--- src/rtl/core/multi_slot_timeout_engine_unit_assert.svh ---
// Assertion macros for the timeout engine
`ifndef MULTI_SLOT_TIMEOUT_ENGINE_UNIT_ASSERT_SVH
`define MULTI_SLOT_TIMEOUT_ENGINE_UNIT_ASSERT_SVH

// same-cycle implication, sampled on clock, off during reset
`define MSTEU_ASSERT_IMPLY(name, ante, cons) \
   name: assert property (@(posedge clock) disable iff (reset) (ante) |-> (cons)) \
      else $error("timeout engine property failed");

// next-cycle implication, sampled on clock, off during reset
`define MSTEU_ASSERT_NEXT(name, ante, cons) \
   name: assert property (@(posedge clock) disable iff (reset) (ante) |=> (cons)) \
      else $error("timeout engine property failed");

`endif

--- src/rtl/core/msteu_pkg.sv ---
// Shared types and constants of the timeout engine
package msteu_pkg;

   localparam int FUNC_WIDTH   = 2;
   localparam int SLOT_WIDTH   = 3;
   localparam int DELAY_WIDTH  = 32;
   localparam int STATUS_WIDTH = 3;
   localparam int REM_WIDTH    = 31;
   localparam int MIN_WIDTH    = 20;
   localparam int MAX_WIDTH    = 31;
   localparam int ALU_WIDTH    = 33;
   localparam int CSR_IDX_WIDTH  = 1;
   localparam int CSR_DATA_WIDTH = 31;
   localparam int MAX_RESULTS  = 8;
   localparam int CNT_WIDTH    = 4;

   localparam logic [FUNC_WIDTH-1:0] FUNC_TICK   = 2'd0;
   localparam logic [FUNC_WIDTH-1:0] FUNC_ALLOC  = 2'd1;
   localparam logic [FUNC_WIDTH-1:0] FUNC_ARM    = 2'd2;
   localparam logic [FUNC_WIDTH-1:0] FUNC_CANCEL = 2'd3;

   localparam logic [STATUS_WIDTH-1:0] ST_OK     = 3'd0;
   localparam logic [STATUS_WIDTH-1:0] ST_RANGE  = 3'd1;
   localparam logic [STATUS_WIDTH-1:0] ST_BUSY   = 3'd2;
   localparam logic [STATUS_WIDTH-1:0] ST_FULL   = 3'd3;
   localparam logic [STATUS_WIDTH-1:0] ST_EXPIRY = 3'd4;

   localparam logic [CSR_IDX_WIDTH-1:0] CSR_MIN_DELAY = 1'd0;
   localparam logic [CSR_IDX_WIDTH-1:0] CSR_MAX_DELAY = 1'd1;

   localparam logic [MIN_WIDTH-1:0] MIN_DELAY_RESET = 20'd5;
   localparam logic [MAX_WIDTH-1:0] MAX_DELAY_RESET = 31'd10000000;

   typedef struct packed {
      logic [STATUS_WIDTH-1:0] status;
      logic [SLOT_WIDTH-1:0]   slot_out;
      logic [REM_WIDTH-1:0]    remaining;
      logic                    last;
   } result_type;

   typedef struct packed {
      logic       push;
      result_type data;
   } push_bus_type;

   typedef struct packed {
      logic [ALU_WIDTH-1:0] a;
      logic [ALU_WIDTH-1:0] b;
      logic                 sub;
   } alu_req_type;

endpackage

--- src/rtl/core/msteu_alu.sv ---
// Shared 33-bit add/subtract unit
module msteu_alu (
   input  msteu_pkg::alu_req_type           req,
   output logic [msteu_pkg::ALU_WIDTH-1:0]  sum
);

   logic [msteu_pkg::ALU_WIDTH-1:0] b_op;

   assign b_op = req.sub ? ~req.b : req.b;
   assign sum  = req.a + b_op + {{(msteu_pkg::ALU_WIDTH-1){1'b0}}, req.sub};

endmodule

--- src/rtl/core/msteu_seq.sv ---
// Sequencer, slot state, ordered list and deadline memory
module msteu_seq #(
   parameter int NUM_SLOTS = 8
) (
   input  logic                                    clock,
   input  logic                                    reset,
   input  logic                                    req_valid,
   output logic                                    req_stall,
   input  logic [msteu_pkg::FUNC_WIDTH-1:0]        req_func,
   input  logic [msteu_pkg::SLOT_WIDTH-1:0]        req_slot,
   input  logic [msteu_pkg::DELAY_WIDTH-1:0]       req_delay,
   input  logic                                    csr_wr_en,
   input  logic [msteu_pkg::CSR_IDX_WIDTH-1:0]     csr_index,
   input  logic [msteu_pkg::CSR_DATA_WIDTH-1:0]    csr_wdata,
   input  logic                                    out_free,
   output msteu_pkg::push_bus_type                 push_bus,
   output msteu_pkg::alu_req_type                  alu_req,
   input  logic [msteu_pkg::ALU_WIDTH-1:0]         alu_sum
);

   localparam int SW = $clog2(NUM_SLOTS);
   localparam int LW = $clog2(NUM_SLOTS + 1);

   localparam logic [3:0] S_IDLE     = 4'd0;
   localparam logic [3:0] S_ALLOC    = 4'd1;
   localparam logic [3:0] S_ARM_MAX  = 4'd2;
   localparam logic [3:0] S_ARM_MIN  = 4'd3;
   localparam logic [3:0] S_ARM_DM1  = 4'd4;
   localparam logic [3:0] S_ARM_DL   = 4'd5;
   localparam logic [3:0] S_INS_RD   = 4'd6;
   localparam logic [3:0] S_INS_CMP  = 4'd7;
   localparam logic [3:0] S_CAN_RD   = 4'd8;
   localparam logic [3:0] S_CAN_SUB  = 4'd9;
   localparam logic [3:0] S_CAN_FIND = 4'd10;
   localparam logic [3:0] S_TICK_INC = 4'd11;
   localparam logic [3:0] S_TICK_RD  = 4'd12;
   localparam logic [3:0] S_TICK_CMP = 4'd13;
   localparam logic [3:0] S_EMIT     = 4'd14;

   logic [3:0] state_ff, state_in, ret_ff, ret_in;
   logic [msteu_pkg::SLOT_WIDTH-1:0]  slot_ff, slot_in;
   logic [msteu_pkg::DELAY_WIDTH-1:0] delay_ff, delay_in;
   logic [msteu_pkg::MIN_WIDTH-1:0]   min_delay_ff, min_delay_in;
   logic [msteu_pkg::MAX_WIDTH-1:0]   max_delay_ff, max_delay_in;
   logic [31:0] now_ff, now_in;
   logic [NUM_SLOTS-1:0] armed_ff, armed_in, alloc_ff, alloc_in;
   logic [SW-1:0] order_ff [NUM_SLOTS];
   logic [SW-1:0] order_in [NUM_SLOTS];
   logic [LW-1:0] len_ff, len_in, pos_ff, pos_in;
   logic [msteu_pkg::CNT_WIDTH-1:0] cnt_ff, cnt_in;
   logic hold_v_ff, hold_v_in;
   logic [SW-1:0] hold_slot_ff, hold_slot_in;
   logic [31:0] tmp_ff, tmp_in;
   logic [msteu_pkg::REM_WIDTH-1:0] left_ff, left_in;
   msteu_pkg::result_type emit_ff, emit_in;

   logic [31:0] dl_mem [NUM_SLOTS];
   logic [31:0] rd_data_ff;
   logic [SW-1:0] rd_addr, wr_addr;
   logic [31:0] wr_data;
   logic wr_en;

   logic rm_en, ins_en;
   logic [LW-1:0] rm_pos, ins_pos;
   logic [SW-1:0] ins_slot;

   logic [SW-1:0] req_idx, slot_idx, head;
   logic req_out_of_range, due;

   assign req_idx          = SW'(req_slot);
   assign slot_idx         = SW'(slot_ff);
   assign head             = order_ff[0];
   assign req_out_of_range = (int'(req_slot) >= NUM_SLOTS);
   assign due              = (alu_sum[31:0] == 32'd0) || alu_sum[31];

   assign req_stall     = (state_ff != S_IDLE);
   assign push_bus.push = (state_ff == S_EMIT) && out_free;
   assign push_bus.data = emit_ff;

   always_comb begin
      min_delay_in = min_delay_ff;
      max_delay_in = max_delay_ff;
      if (csr_wr_en) begin
         case (csr_index)
            msteu_pkg::CSR_MIN_DELAY: min_delay_in = csr_wdata[msteu_pkg::MIN_WIDTH-1:0];
            msteu_pkg::CSR_MAX_DELAY: max_delay_in = csr_wdata;
            default: ;
         endcase
      end
   end

   always_comb begin
      state_in     = state_ff;
      ret_in       = ret_ff;
      slot_in      = slot_ff;
      delay_in     = delay_ff;
      now_in       = now_ff;
      armed_in     = armed_ff;
      alloc_in     = alloc_ff;
      len_in       = len_ff;
      pos_in       = pos_ff;
      cnt_in       = cnt_ff;
      hold_v_in    = hold_v_ff;
      hold_slot_in = hold_slot_ff;
      tmp_in       = tmp_ff;
      left_in      = left_ff;
      emit_in      = emit_ff;
      alu_req      = '0;
      rd_addr      = '0;
      wr_en        = 1'b0;
      wr_addr      = slot_idx;
      wr_data      = alu_sum[31:0];
      rm_en        = 1'b0;
      rm_pos       = '0;
      ins_en       = 1'b0;
      ins_pos      = pos_ff;
      ins_slot     = slot_idx;

      case (state_ff)
         S_IDLE: begin
            if (req_valid) begin
               slot_in  = req_slot;
               delay_in = req_delay;
               pos_in   = '0;
               ret_in   = S_IDLE;
               case (req_func)
                  msteu_pkg::FUNC_TICK: state_in = S_TICK_INC;
                  msteu_pkg::FUNC_ALLOC: state_in = S_ALLOC;
                  default: begin
                     if (req_out_of_range) begin
                        emit_in = '{status: msteu_pkg::ST_RANGE, slot_out: req_slot,
                                    remaining: '0, last: 1'b1};
                        state_in = S_EMIT;
                     end else if (req_func == msteu_pkg::FUNC_ARM) begin
                        state_in = S_ARM_MAX;
                     end else if (armed_ff[req_idx]) begin
                        state_in = S_CAN_RD;
                     end else begin
                        emit_in = '{status: msteu_pkg::ST_OK, slot_out: req_slot,
                                    remaining: '0, last: 1'b1};
                        state_in = S_EMIT;
                     end
                  end
               endcase
            end
         end
         S_ALLOC: begin
            if (!alloc_ff[pos_ff[SW-1:0]]) begin
               alloc_in[pos_ff[SW-1:0]] = 1'b1;
               emit_in = '{status: msteu_pkg::ST_OK,
                           slot_out: msteu_pkg::SLOT_WIDTH'(pos_ff),
                           remaining: '0, last: 1'b1};
               state_in = S_EMIT;
            end else if (pos_ff == LW'(NUM_SLOTS - 1)) begin
               emit_in = '{status: msteu_pkg::ST_FULL, slot_out: '0,
                           remaining: '0, last: 1'b1};
               state_in = S_EMIT;
            end else begin
               pos_in = pos_ff + 1'b1;
            end
         end
         S_ARM_MAX: begin
            alu_req = '{a: {2'b00, max_delay_ff}, b: {delay_ff[31], delay_ff}, sub: 1'b1};
            if (alu_sum[msteu_pkg::ALU_WIDTH-1]) begin
               emit_in = '{status: msteu_pkg::ST_RANGE, slot_out: slot_ff,
                           remaining: '0, last: 1'b1};
               state_in = S_EMIT;
            end else begin
               state_in = S_ARM_MIN;
            end
         end
         S_ARM_MIN: begin
            alu_req = '{a: {delay_ff[31], delay_ff}, b: {13'd0, min_delay_ff}, sub: 1'b1};
            if (alu_sum[msteu_pkg::ALU_WIDTH-1] || alu_sum == '0) begin
               emit_in = '{status: msteu_pkg::ST_RANGE, slot_out: slot_ff,
                           remaining: '0, last: 1'b1};
               state_in = S_EMIT;
            end else if (armed_ff[slot_idx]) begin
               emit_in = '{status: msteu_pkg::ST_BUSY, slot_out: slot_ff,
                           remaining: '0, last: 1'b1};
               state_in = S_EMIT;
            end else begin
               state_in = S_ARM_DM1;
            end
         end
         S_ARM_DM1: begin
            alu_req  = '{a: {delay_ff[31], delay_ff}, b: 33'd1, sub: 1'b1};
            tmp_in   = alu_sum[31:0];
            state_in = S_ARM_DL;
         end
         S_ARM_DL: begin
            alu_req = '{a: {1'b0, now_ff}, b: {1'b0, tmp_ff}, sub: 1'b0};
            tmp_in  = alu_sum[31:0];
            wr_en   = 1'b1;
            armed_in[slot_idx] = 1'b1;
            pos_in   = '0;
            state_in = S_INS_RD;
         end
         S_INS_RD: begin
            if (pos_ff < len_ff) begin
               rd_addr  = order_ff[pos_ff[SW-1:0]];
               state_in = S_INS_CMP;
            end else begin
               ins_en  = 1'b1;
               len_in  = len_ff + 1'b1;
               emit_in = '{status: msteu_pkg::ST_OK, slot_out: slot_ff,
                           remaining: '0, last: 1'b1};
               state_in = S_EMIT;
            end
         end
         S_INS_CMP: begin
            alu_req = '{a: {1'b0, tmp_ff}, b: {1'b0, rd_data_ff}, sub: 1'b1};
            if (alu_sum[31]) begin
               ins_en  = 1'b1;
               len_in  = len_ff + 1'b1;
               emit_in = '{status: msteu_pkg::ST_OK, slot_out: slot_ff,
                           remaining: '0, last: 1'b1};
               state_in = S_EMIT;
            end else begin
               pos_in   = pos_ff + 1'b1;
               state_in = S_INS_RD;
            end
         end
         S_CAN_RD: begin
            rd_addr  = slot_idx;
            state_in = S_CAN_SUB;
         end
         S_CAN_SUB: begin
            alu_req = '{a: {1'b0, rd_data_ff}, b: {1'b0, now_ff}, sub: 1'b1};
            left_in = alu_sum[31] ? '0 : alu_sum[msteu_pkg::REM_WIDTH-1:0];
            armed_in[slot_idx] = 1'b0;
            pos_in   = '0;
            state_in = S_CAN_FIND;
         end
         S_CAN_FIND: begin
            if (pos_ff < len_ff && order_ff[pos_ff[SW-1:0]] != slot_idx) begin
               pos_in = pos_ff + 1'b1;
            end else begin
               if (pos_ff < len_ff) begin
                  rm_en  = 1'b1;
                  rm_pos = pos_ff;
                  len_in = len_ff - 1'b1;
               end
               emit_in = '{status: msteu_pkg::ST_OK, slot_out: slot_ff,
                           remaining: left_ff, last: 1'b1};
               state_in = S_EMIT;
            end
         end
         S_TICK_INC: begin
            alu_req   = '{a: {1'b0, now_ff}, b: 33'd1, sub: 1'b0};
            now_in    = alu_sum[31:0];
            cnt_in    = '0;
            hold_v_in = 1'b0;
            state_in  = S_TICK_RD;
         end
         S_TICK_RD: begin
            if (len_ff != '0 && cnt_ff < msteu_pkg::CNT_WIDTH'(msteu_pkg::MAX_RESULTS)) begin
               rd_addr  = head;
               state_in = S_TICK_CMP;
            end else if (hold_v_ff) begin
               emit_in = '{status: msteu_pkg::ST_EXPIRY,
                           slot_out: msteu_pkg::SLOT_WIDTH'(hold_slot_ff),
                           remaining: '0, last: 1'b1};
               ret_in   = S_IDLE;
               state_in = S_EMIT;
            end else begin
               state_in = S_IDLE;
            end
         end
         S_TICK_CMP: begin
            alu_req = '{a: {1'b0, rd_data_ff}, b: {1'b0, now_ff}, sub: 1'b1};
            if (due) begin
               armed_in[head] = 1'b0;
               rm_en        = 1'b1;
               len_in       = len_ff - 1'b1;
               cnt_in       = cnt_ff + 1'b1;
               hold_v_in    = 1'b1;
               hold_slot_in = head;
               if (hold_v_ff) begin
                  emit_in = '{status: msteu_pkg::ST_EXPIRY,
                              slot_out: msteu_pkg::SLOT_WIDTH'(hold_slot_ff),
                              remaining: '0, last: 1'b0};
                  ret_in   = S_TICK_RD;
                  state_in = S_EMIT;
               end else begin
                  state_in = S_TICK_RD;
               end
            end else if (hold_v_ff) begin
               emit_in = '{status: msteu_pkg::ST_EXPIRY,
                           slot_out: msteu_pkg::SLOT_WIDTH'(hold_slot_ff),
                           remaining: '0, last: 1'b1};
               ret_in   = S_IDLE;
               state_in = S_EMIT;
            end else begin
               state_in = S_IDLE;
            end
         end
         S_EMIT: begin
            if (out_free) begin
               state_in = ret_ff;
            end
         end
         default: state_in = S_IDLE;
      endcase
   end

   // ordered list: shift out at rm_pos, or open a gap at ins_pos
   always_comb begin
      order_in = order_ff;
      if (rm_en) begin
         for (int i = 0; i < NUM_SLOTS - 1; i++) begin
            if (LW'(i) >= rm_pos) order_in[i] = order_ff[i+1];
         end
      end
      if (ins_en) begin
         for (int i = 1; i < NUM_SLOTS; i++) begin
            if (LW'(i) > ins_pos) order_in[i] = order_ff[i-1];
         end
         for (int i = 0; i < NUM_SLOTS; i++) begin
            if (LW'(i) == ins_pos) order_in[i] = ins_slot;
         end
      end
   end

   always_ff @(posedge clock) begin
      if (reset) begin
         state_ff     <= S_IDLE;
         ret_ff       <= S_IDLE;
         min_delay_ff <= msteu_pkg::MIN_DELAY_RESET;
         max_delay_ff <= msteu_pkg::MAX_DELAY_RESET;
         now_ff       <= '0;
         armed_ff     <= '0;
         alloc_ff     <= '0;
         order_ff     <= '{default: '0};
         len_ff       <= '0;
         pos_ff       <= '0;
         cnt_ff       <= '0;
         hold_v_ff    <= 1'b0;
      end else begin
         state_ff     <= state_in;
         ret_ff       <= ret_in;
         min_delay_ff <= min_delay_in;
         max_delay_ff <= max_delay_in;
         now_ff       <= now_in;
         armed_ff     <= armed_in;
         alloc_ff     <= alloc_in;
         order_ff     <= order_in;
         len_ff       <= len_in;
         pos_ff       <= pos_in;
         cnt_ff       <= cnt_in;
         hold_v_ff    <= hold_v_in;
      end
   end

   always_ff @(posedge clock) begin
      slot_ff      <= slot_in;
      delay_ff     <= delay_in;
      hold_slot_ff <= hold_slot_in;
      tmp_ff       <= tmp_in;
      left_ff      <= left_in;
      emit_ff      <= emit_in;
   end

   always_ff @(posedge clock) begin
      if (wr_en) dl_mem[wr_addr] <= wr_data;
      rd_data_ff <= dl_mem[rd_addr];
   end

endmodule

--- src/rtl/core/multi_slot_timeout_engine_unit.sv ---
// Top level of the multi-slot timeout engine: sequencer, shared adder, result register
//
//  channel | ports                                    | direction
//  req     | req_valid req_stall req_func/slot/delay   | in  (stall out)
//  rsp     | rsp_valid rsp_stall rsp_status/slot_out/  | out (stall in)
//          | rsp_remaining/rsp_last                    |
//  csr     | csr_wr_en csr_index csr_wdata             | in
//
// One item at a time through the single 33-bit adder.
// Tick: advances the time, then removes due head entries and sends an expiry for each.
// Arm: range and busy checks, then the deadline is written and the list walked to insert it.
// Cancel: reads the deadline, returns the time left, drops the entry; allocate: first free slot.
// Synchronous reset clears all slots, the list, the count and the control registers to defaults.
// A stalled result holds in the output register; the next item is taken meanwhile.
module multi_slot_timeout_engine_unit #(
   parameter int NUM_SLOTS = 8
) (
   input  logic                                    clock,
   input  logic                                    reset,
   input  logic                                    req_valid,
   output logic                                    req_stall,
   input  logic [msteu_pkg::FUNC_WIDTH-1:0]        req_func,
   input  logic [msteu_pkg::SLOT_WIDTH-1:0]        req_slot,
   input  logic signed [msteu_pkg::DELAY_WIDTH-1:0] req_delay,
   output logic                                    rsp_valid,
   input  logic                                    rsp_stall,
   output logic [msteu_pkg::STATUS_WIDTH-1:0]      rsp_status,
   output logic [msteu_pkg::SLOT_WIDTH-1:0]        rsp_slot_out,
   output logic [msteu_pkg::REM_WIDTH-1:0]         rsp_remaining,
   output logic                                    rsp_last,
   input  logic                                    csr_wr_en,
   input  logic [msteu_pkg::CSR_IDX_WIDTH-1:0]     csr_index,
   input  logic [msteu_pkg::CSR_DATA_WIDTH-1:0]    csr_wdata
);

`include "multi_slot_timeout_engine_unit_assert.svh"

   msteu_pkg::push_bus_type push_bus;
   msteu_pkg::alu_req_type  alu_req;
   logic [msteu_pkg::ALU_WIDTH-1:0] alu_sum;
   logic out_free;
   logic rsp_valid_ff, rsp_valid_in;
   msteu_pkg::result_type rsp_data_ff, rsp_data_in;

   assign out_free = !rsp_valid_ff || !rsp_stall;

   msteu_seq #(
      .NUM_SLOTS(NUM_SLOTS)
   ) u_seq (
      .clock     (clock),
      .reset     (reset),
      .req_valid (req_valid),
      .req_stall (req_stall),
      .req_func  (req_func),
      .req_slot  (req_slot),
      .req_delay (req_delay),
      .csr_wr_en (csr_wr_en),
      .csr_index (csr_index),
      .csr_wdata (csr_wdata),
      .out_free  (out_free),
      .push_bus  (push_bus),
      .alu_req   (alu_req),
      .alu_sum   (alu_sum)
   );

   msteu_alu u_alu (
      .req (alu_req),
      .sum (alu_sum)
   );

   always_comb begin
      rsp_valid_in = rsp_valid_ff;
      rsp_data_in  = rsp_data_ff;
      if (push_bus.push) begin
         rsp_valid_in = 1'b1;
         rsp_data_in  = push_bus.data;
      end else if (!rsp_stall) begin
         rsp_valid_in = 1'b0;
      end
   end

   always_ff @(posedge clock) begin
      if (reset) begin
         rsp_valid_ff <= 1'b0;
      end else begin
         rsp_valid_ff <= rsp_valid_in;
      end
   end

   always_ff @(posedge clock) begin
      rsp_data_ff <= rsp_data_in;
   end

   assign rsp_valid     = rsp_valid_ff;
   assign rsp_status    = rsp_data_ff.status;
   assign rsp_slot_out  = rsp_data_ff.slot_out;
   assign rsp_remaining = rsp_data_ff.remaining;
   assign rsp_last      = rsp_data_ff.last;

   `MSTEU_ASSERT_IMPLY(a_push_needs_room, push_bus.push, out_free)
   `MSTEU_ASSERT_IMPLY(a_no_push_on_accept, req_valid && !req_stall, !push_bus.push)
   `MSTEU_ASSERT_IMPLY(a_remaining_only_ok,
      rsp_valid && rsp_status != msteu_pkg::ST_OK, rsp_remaining == '0)
   `MSTEU_ASSERT_NEXT(a_push_shows, push_bus.push, rsp_valid)

endmodule
--- config.mk ---
export PLATFORM = sky130hd
export DESIGN_NAME = multi_slot_timeout_engine_unit
export DESIGN_NICKNAME = d
export VERILOG_FILES = /design/src/rtl/core/msteu_pkg.sv /design/src/rtl/core/msteu_alu.sv /design/src/rtl/core/msteu_seq.sv /design/src/rtl/core/multi_slot_timeout_engine_unit.sv
export VERILOG_INCLUDE_DIRS = /design/src /design/src/rtl/core
export SDC_FILE = /design/constraint.sdc
export NUM_CORES = 1
export LEC_CHECK = 0
export BUFFER_PORTS_ARGS = -buffer_cell sky130_fd_sc_hd__clkbuf_2
export CORE_AREA = 2 2 306 308
export CTS_CLUSTER_DIAMETER = 100
export CTS_CLUSTER_SIZE = 30
export DETAILED_ROUTE_END_ITERATION = 10
export DIE_AREA = 0 0 308 310
export GPL_ROUTABILITY_DRIVEN = 0
export REMOVE_ABC_BUFFERS = 1
export SYNTH_ARGS = -nofsm -noshare
export SYNTH_HDL_FRONTEND = slang
export SYNTH_HIERARCHICAL = 1
export SYNTH_SLANG_ARGS = --single-unit
--- constraint.sdc ---
create_clock -name clock -period 17.6 [get_ports clock]
set_clock_uncertainty 0.1 [all_clocks]
set_input_delay 2.64 -clock clock [delete_from_list [all_inputs] [get_ports clock]]
set_output_delay 2.64 -clock clock [all_outputs]
set_load 0.1 [all_outputs]
# Word level (Yosys, flattened, before mapping)
# Memory sizes are Yosys's and may differ from the RTL's. A register that Yosys moved wholly into a read port is not among the register bits.
# Index checks and enable logic that the tools add are counted.
[op_classes] eq_ne=45 n_reduce_logical=42 bitwise=10 n_mux=117 order_cmp=24 addsub=6
[ops] cell="38-bit 2-to-1 mux" count=16
[ops] cell="67-bit one-hot mux with 7 select lines" count=1
[ops] cell="38-bit one-hot mux with 9 select lines" count=1
[ops] cell="4-bit 2-to-1 mux" count=32
[ops] cell="3-bit 2-to-1 mux" count=27
[ops] cell="4-bit one-hot mux with 15 select lines" count=1
[ops] cell="33-bit by 1-bit adder with 33-bit output" count=1
[ops] cell="33-bit adder" count=1
[ops] cell="33-bit zero test" count=1
[ops] cell="33-bit 2-to-1 mux" count=1
[ops] cell="33-bit NOT" count=1
[ops] cell="32-bit zero test" count=1
[ops] cell="4-bit equality test, second input constant" count=7
[ops] cell="24-bit 2-to-1 mux" count=1
[ops] cell="8-bit one-hot mux with 3 select lines" count=1
[ops] cell="21-bit 2-to-1 mux" count=1
[ops] cell="4-bit by 3-bit equality test with 1-bit output, second input constant" count=5
[ops] cell="4-bit one-hot mux with 5 select lines" count=1
[ops] cell="2-bit != test, second input constant" count=9
[ops] cell="1-bit 2-to-1 mux" count=17
[ops] cell="8-bit AND" count=2
[ops] cell="3-bit by 4-bit equality test with 1-bit output, first input constant" count=4
[ops] cell="3-bit by 4-bit greater-than comparator with 1-bit output, first input constant" count=4
[ops] cell="3-bit by 4-bit less-than comparator with 1-bit output, second input constant" count=4
[ops] cell="other kinds (51)" count=104
[word_totals] ramBits=256 elab_cells=278 out_inout_bits=40 regBits=322 mem_count=1 input_bits=74
[memory_table] memory="u_seq.dl_mem" words=8 word_bits=32 rd=1 rd_ports_with_merged_regs=1 wr=1 line_no="msteu_seq.sv:57" rtl="logic [31:0] dl_mem [NUM_SLOTS];"

# Longest topological paths before layout
[logic_depth] depth_word=15 mapped_depth=29 ltp_nobuf=23

# By module
# Netlist, hierarchy kept.
[by_module_without_submodules] mod="msteu_seq" instances=1 seq_area_each_um2=15384.8 cells_each=1885 area_each_um2=23912.9
[by_module_without_submodules] mod="msteu_alu" instances=1 seq_area_each_um2=0.0 cells_each=330 area_each_um2=2331.0
[by_module_without_submodules] mod="multi_slot_timeout_engine_unit" instances=1 seq_area_each_um2=1161.1 cells_each=42 area_each_um2=1173.6

# Worst setup path after synthesis
# No wires, ideal clock.
[synth_path] path_type="register to register" from="register u_seq.state_ff[3]" to="register u_seq.emit_ff (netlist bit u_seq/push_bus[0]) (enable)" path_buffers=6 setup_ns=0.433 setup_slack_ns=10.340 arrival_time_ns=6.727 path_stages_with_launch=25 synth_period_minus_slack_ns=7.260 required_ns=17.067 cell_sequence="dfxtp_1 -> clkbuf_1 -> clkbuf_1 -> buf_1 -> nand2_1 -> o21ai_0 -> buf_2 -> buf_1 -> xor2_1 -> ha_1 -> buf_2 -> a211oi_1 -> a211oi_1 -> o311ai_2 -> a21oi_1 -> nor4_1 -> a211oi_1 -> nor4_1 -> nand4_1 -> nor2_1 -> o21ai_1 -> nor2_1 -> a21oi_1 -> nand4_1 -> nor2_1"
[synth_rtl] item="from (decl)" line_no="msteu_seq.sv:40" rtl="logic [3:0] state_ff, state_in, ret_ff, ret_in;"
[synth_rtl] item="from (signal assigned)" line_no="msteu_seq.sv:340" rtl="state_ff <= state_in;"
[synth_rtl] item="to (signal assigned)" line_no="msteu_seq.sv:361" rtl="emit_ff <= emit_in;"
[synth_rtl] item="to (decl)" line_no="msteu_seq.sv:55" rtl="msteu_pkg::result_type emit_ff, emit_in;"

==> flow_metrics.tcl <==
set metrics [dict create \
    grt_use_total_pct 15.9 \
    finalSetupTns_ns 0 \
    die_w_um 308 \
    path_max_fanout 35 \
    switching_share_pct 40.4 \
    die-area_um2 95500 \
    grt_max_degree 73 \
    postCtsHoldBufs 0 \
    finalSetupViolations 0 \
    slew_viol_final 0 \
    placed_cell_area_um2 29400 \
    antenna_found_initial 11 \
    nets 2421 \
    via_per_inst 5.35 \
    pwr-share-clk_pct 15.0 \
    slowest_stage "dfxtp_1" \
    cp_top_family "compound AO/OA/AOI/OAI gates" \
    layout-drive-gt1-share_pct 15.2 \
    clkTransAtPathRegs_ns 0.13 \
    crit_chain "nor2b_1 -> nand3_2 -> nand2_1 -> buf_4 -> nand2_1 -> nand3_1 -> ha_1 -> a21oi_1 -> o211ai_1 -> a2111oi_0 -> a22oi_1 -> xor2_1 -> nor4_1 -> nand4_1 -> nor2_1 -> o21ai_1 -> inv_1 -> a31oi_1 -> nor2_1 -> a2111oi_0" \
    wirelength_um 77900 \
    max-cap-violations 0 \
    grt_first_pass_wirelength_um 116000 \
    ios 114 \
    fill_cells 9197 \
    internal_power_mw 3.08 \
    hold_viol 0 \
    dr.pass1.iters 9 \
    async_flop_share_pct 0 \
    ys_seq_area_share_pct 60.3 \
    place_hpwl_um 50100 \
    post_cts_buffers 0 \
    htree_levels 1 \
    cts_sinks 610 \
    synth_edf_count 433 \
    clock.fmax_mhz 120 \
    root_buffer "clkbuf_16" \
    vias 18800 \
    cts_buffers 26 \
    ys_ff_latch 610 \
    port_buffers 113 \
    powerDensity_nw_per_um2 171 \
    fin_crit_ns 8.35 \
    drt_iter0_drc 2277 \
    arrival_ns 8.74 \
    remaining_drc_errors 0 \
    synth_cells 2257 \
    routedWlPerCell_um 22.1 \
    grt_pass1_vias 18000 \
    rsz0062_at_grt "false" \
    overflow 0 \
    critPathCaptureType "flop" \
    setup.worst_path.class "flop to flop" \
    cts_tree "yes" \
    peakVddDrop_v 0.000108 \
    synth_area_um2 27400 \
    ys_warn_count 6 \
    ys_types 84 \
    status "finished, final reports clean" \
    p_sw_mw 2.09 \
    critPathBufInv 2 \
    initial_core_util_pct 29.6 \
    clk_path_buf_depth 3 \
    dpl.cell_count 3471 \
    syn-mean-instance-area_um2 12.1 \
    timing.final.crit_share_pct 47.4 \
    required_ns 17.99 \
    worstSetupStartpointType "flop" \
    antennaDiodeCount 0 \
    comb_power_share_pct 41.1 \
    cts_resized 0 \
    hold_path_class "flop to flop" \
    rows 112 \
    worst_slew_pin_slew_ns 1.17 \
    crit_path_max_incr_delay_ns 0.92 \
    insertion_delay_ns 0.62 \
    max_slew_margin_pct 21.8 \
    instances_no_fill 3519 \
    seq_power_share_pct 43.9 \
    coreArea_um2 92500 \
    drtAntennaViolNets 0 \
    ys.flop_type "edfxtp_1" \
    final_area_um2 30300 \
    die_h_um 310 \
    hold_slack_ns 0.365 \
    syn2layout_area_growth_pct 10.4 \
    power_mw 5.17 \
    leakagePower_nw 10.4 \
]
## layer usage
layer,up-vias,wire [um],global-route usage [%],part of all wire (%)
met4,22,1950,4.08,2.5
met3,121,6130,2.96,7.9
li1,8616,-,-,-
met1,9342,33100,21.3,43
met5,-,123,0,0.16
met2,715,36600,26.5,47
## final cells by class
type,count,area [um2],share of cell area [%]
Sequential cell,610,16500,54.7
Multi-Input combinational cell,1470,10300,34.1
Tap cell,1197,1500,4.95
Inverter,37,139,0.459
Clock inverter,6,106,0.351
Timing Repair Buffer,157,898,2.97
Clock buffer,42,756,2.50
## sequential cells by signal (all words and copies together) (netlist names), 20 cells and up
register and count:
u_seq/rd_data_ff 32, rsp_remaining 31, u_seq/dl_mem 256, u_seq/delay_ff 32, u_seq/tmp_ff 32, u_seq/push_bus 38, u_seq/left_ff 31, u_seq/order_ff 21
u_seq/min_delay_ff 20, u_seq/now_ff 32, u_seq/max_delay_ff 31
## cells in the final DEF (no fill, tap or decap), types with 32 or more instances in the layout
cell and n:
edfxtp_1 433, nand2_1 355, dfxtp_1 177, a21oi_1 165, clkbuf_2 112, nor2_1 107
mux4_2 70, nand3_1 68, o21ai_0 64, a222oi_1 53, a22oi_1 49, xor2_1 48
nor2b_1 47, buf_4 45, ha_1 43, mux2_2 36, nor3_1 35, inv_1 34
a211oi_1 32
## cell usage after synthesis, types with 5 or more instances
cell,instances,area [um2]
edfxtp_1,433,13000
nand2_1,355,1330
dfxtp_1,177,3540
a21oi_1,166,831
nor2_1,120,450
clkbuf_1,109,409
mux4_2,70,1580
nand3_1,69,345
o21ai_0,65,325
a222oi_1,53,531
a22oi_1,49,368
nor2b_1,48,300
xor2_1,48,420
ha_1,43,538
nor3_1,38,190
mux2_2,36,405
inv_1,35,131
a211oi_1,32,240
a22o_1,31,272
mux2i_1,25,250
a31oi_1,21,131
xnor2_1,17,149
a221oi_1,14,123
nor4_1,14,87.6
a21o_1,12,90.1
and2_1,12,75.1
buf_2,11,55.1
and3_1,10,62.6
buf_1,10,37.5
nand2b_1,10,62.6
o211ai_1,10,75.1
buf_4,9,67.6
o22ai_1,9,56.3
nand4_1,8,50.1
o31ai_1,7,52.6
o21ai_1,5,25.0
o21bai_1,5,37.5
## worst paths after layout
path         depth (start not counted)               endpoint  slack, ns                   from
min reg2reg                          2  u_seq/min_delay_ff[8]       0.37  u_seq/min_delay_ff[8]
max                                 20     u_seq/order_ff[13]       9.25      u_seq/state_ff[1]
min                                  2  u_seq/min_delay_ff[8]       0.37  u_seq/min_delay_ff[8]
max reg2reg                         20     u_seq/order_ff[13]       9.25      u_seq/state_ff[1]
## per-stage QoR
| stage | worst slack, ns | util [%] |
|---|---|---|
| 2_1_floorplan | 5.96 | - |
| 3_3_place_gp | 9.68 | 31.8 |
| 3_5_place_dp | 9.45 | 31.8 |
| 4_1_cts | 9.41 | 32.7 |
| 5_1_grt | 8.57 | 32.7 |
| 6_report | 9.25 | 32.7 |
## cell families after synthesis
logic type      count (synthesis)  synth area share, %
simple gates                  706                 11.5
fa+ha+maj                      45                 2.11
buf+inv                       177                 2.62
mux                           132                 8.19
compound gates                522                 13.2
flops                         610                 60.3
xor+xnor                       65                 2.08
## power groups by stage
stage | registers, mW | logic (mW) | clock network (mW)
2_1_floorplan | 2.26 | 1.36 | 0
3_3_place_gp | 2.30 | 2.11 | 0
3_5_place_dp | 2.30 | 2.12 | 0
4_1_cts | 2.27 | 2.13 | 0.798
5_1_grt | 2.29 | 2.33 | 0.836
6_report | 2.27 | 2.13 | 0.774
## tightest hold or removal path: stages, from the launching register on
cell	delay, ns
dfxtp_1	0.33
nand2_1	0.05
a21oi_1	0.05
(Power assumes the default switching activity.)
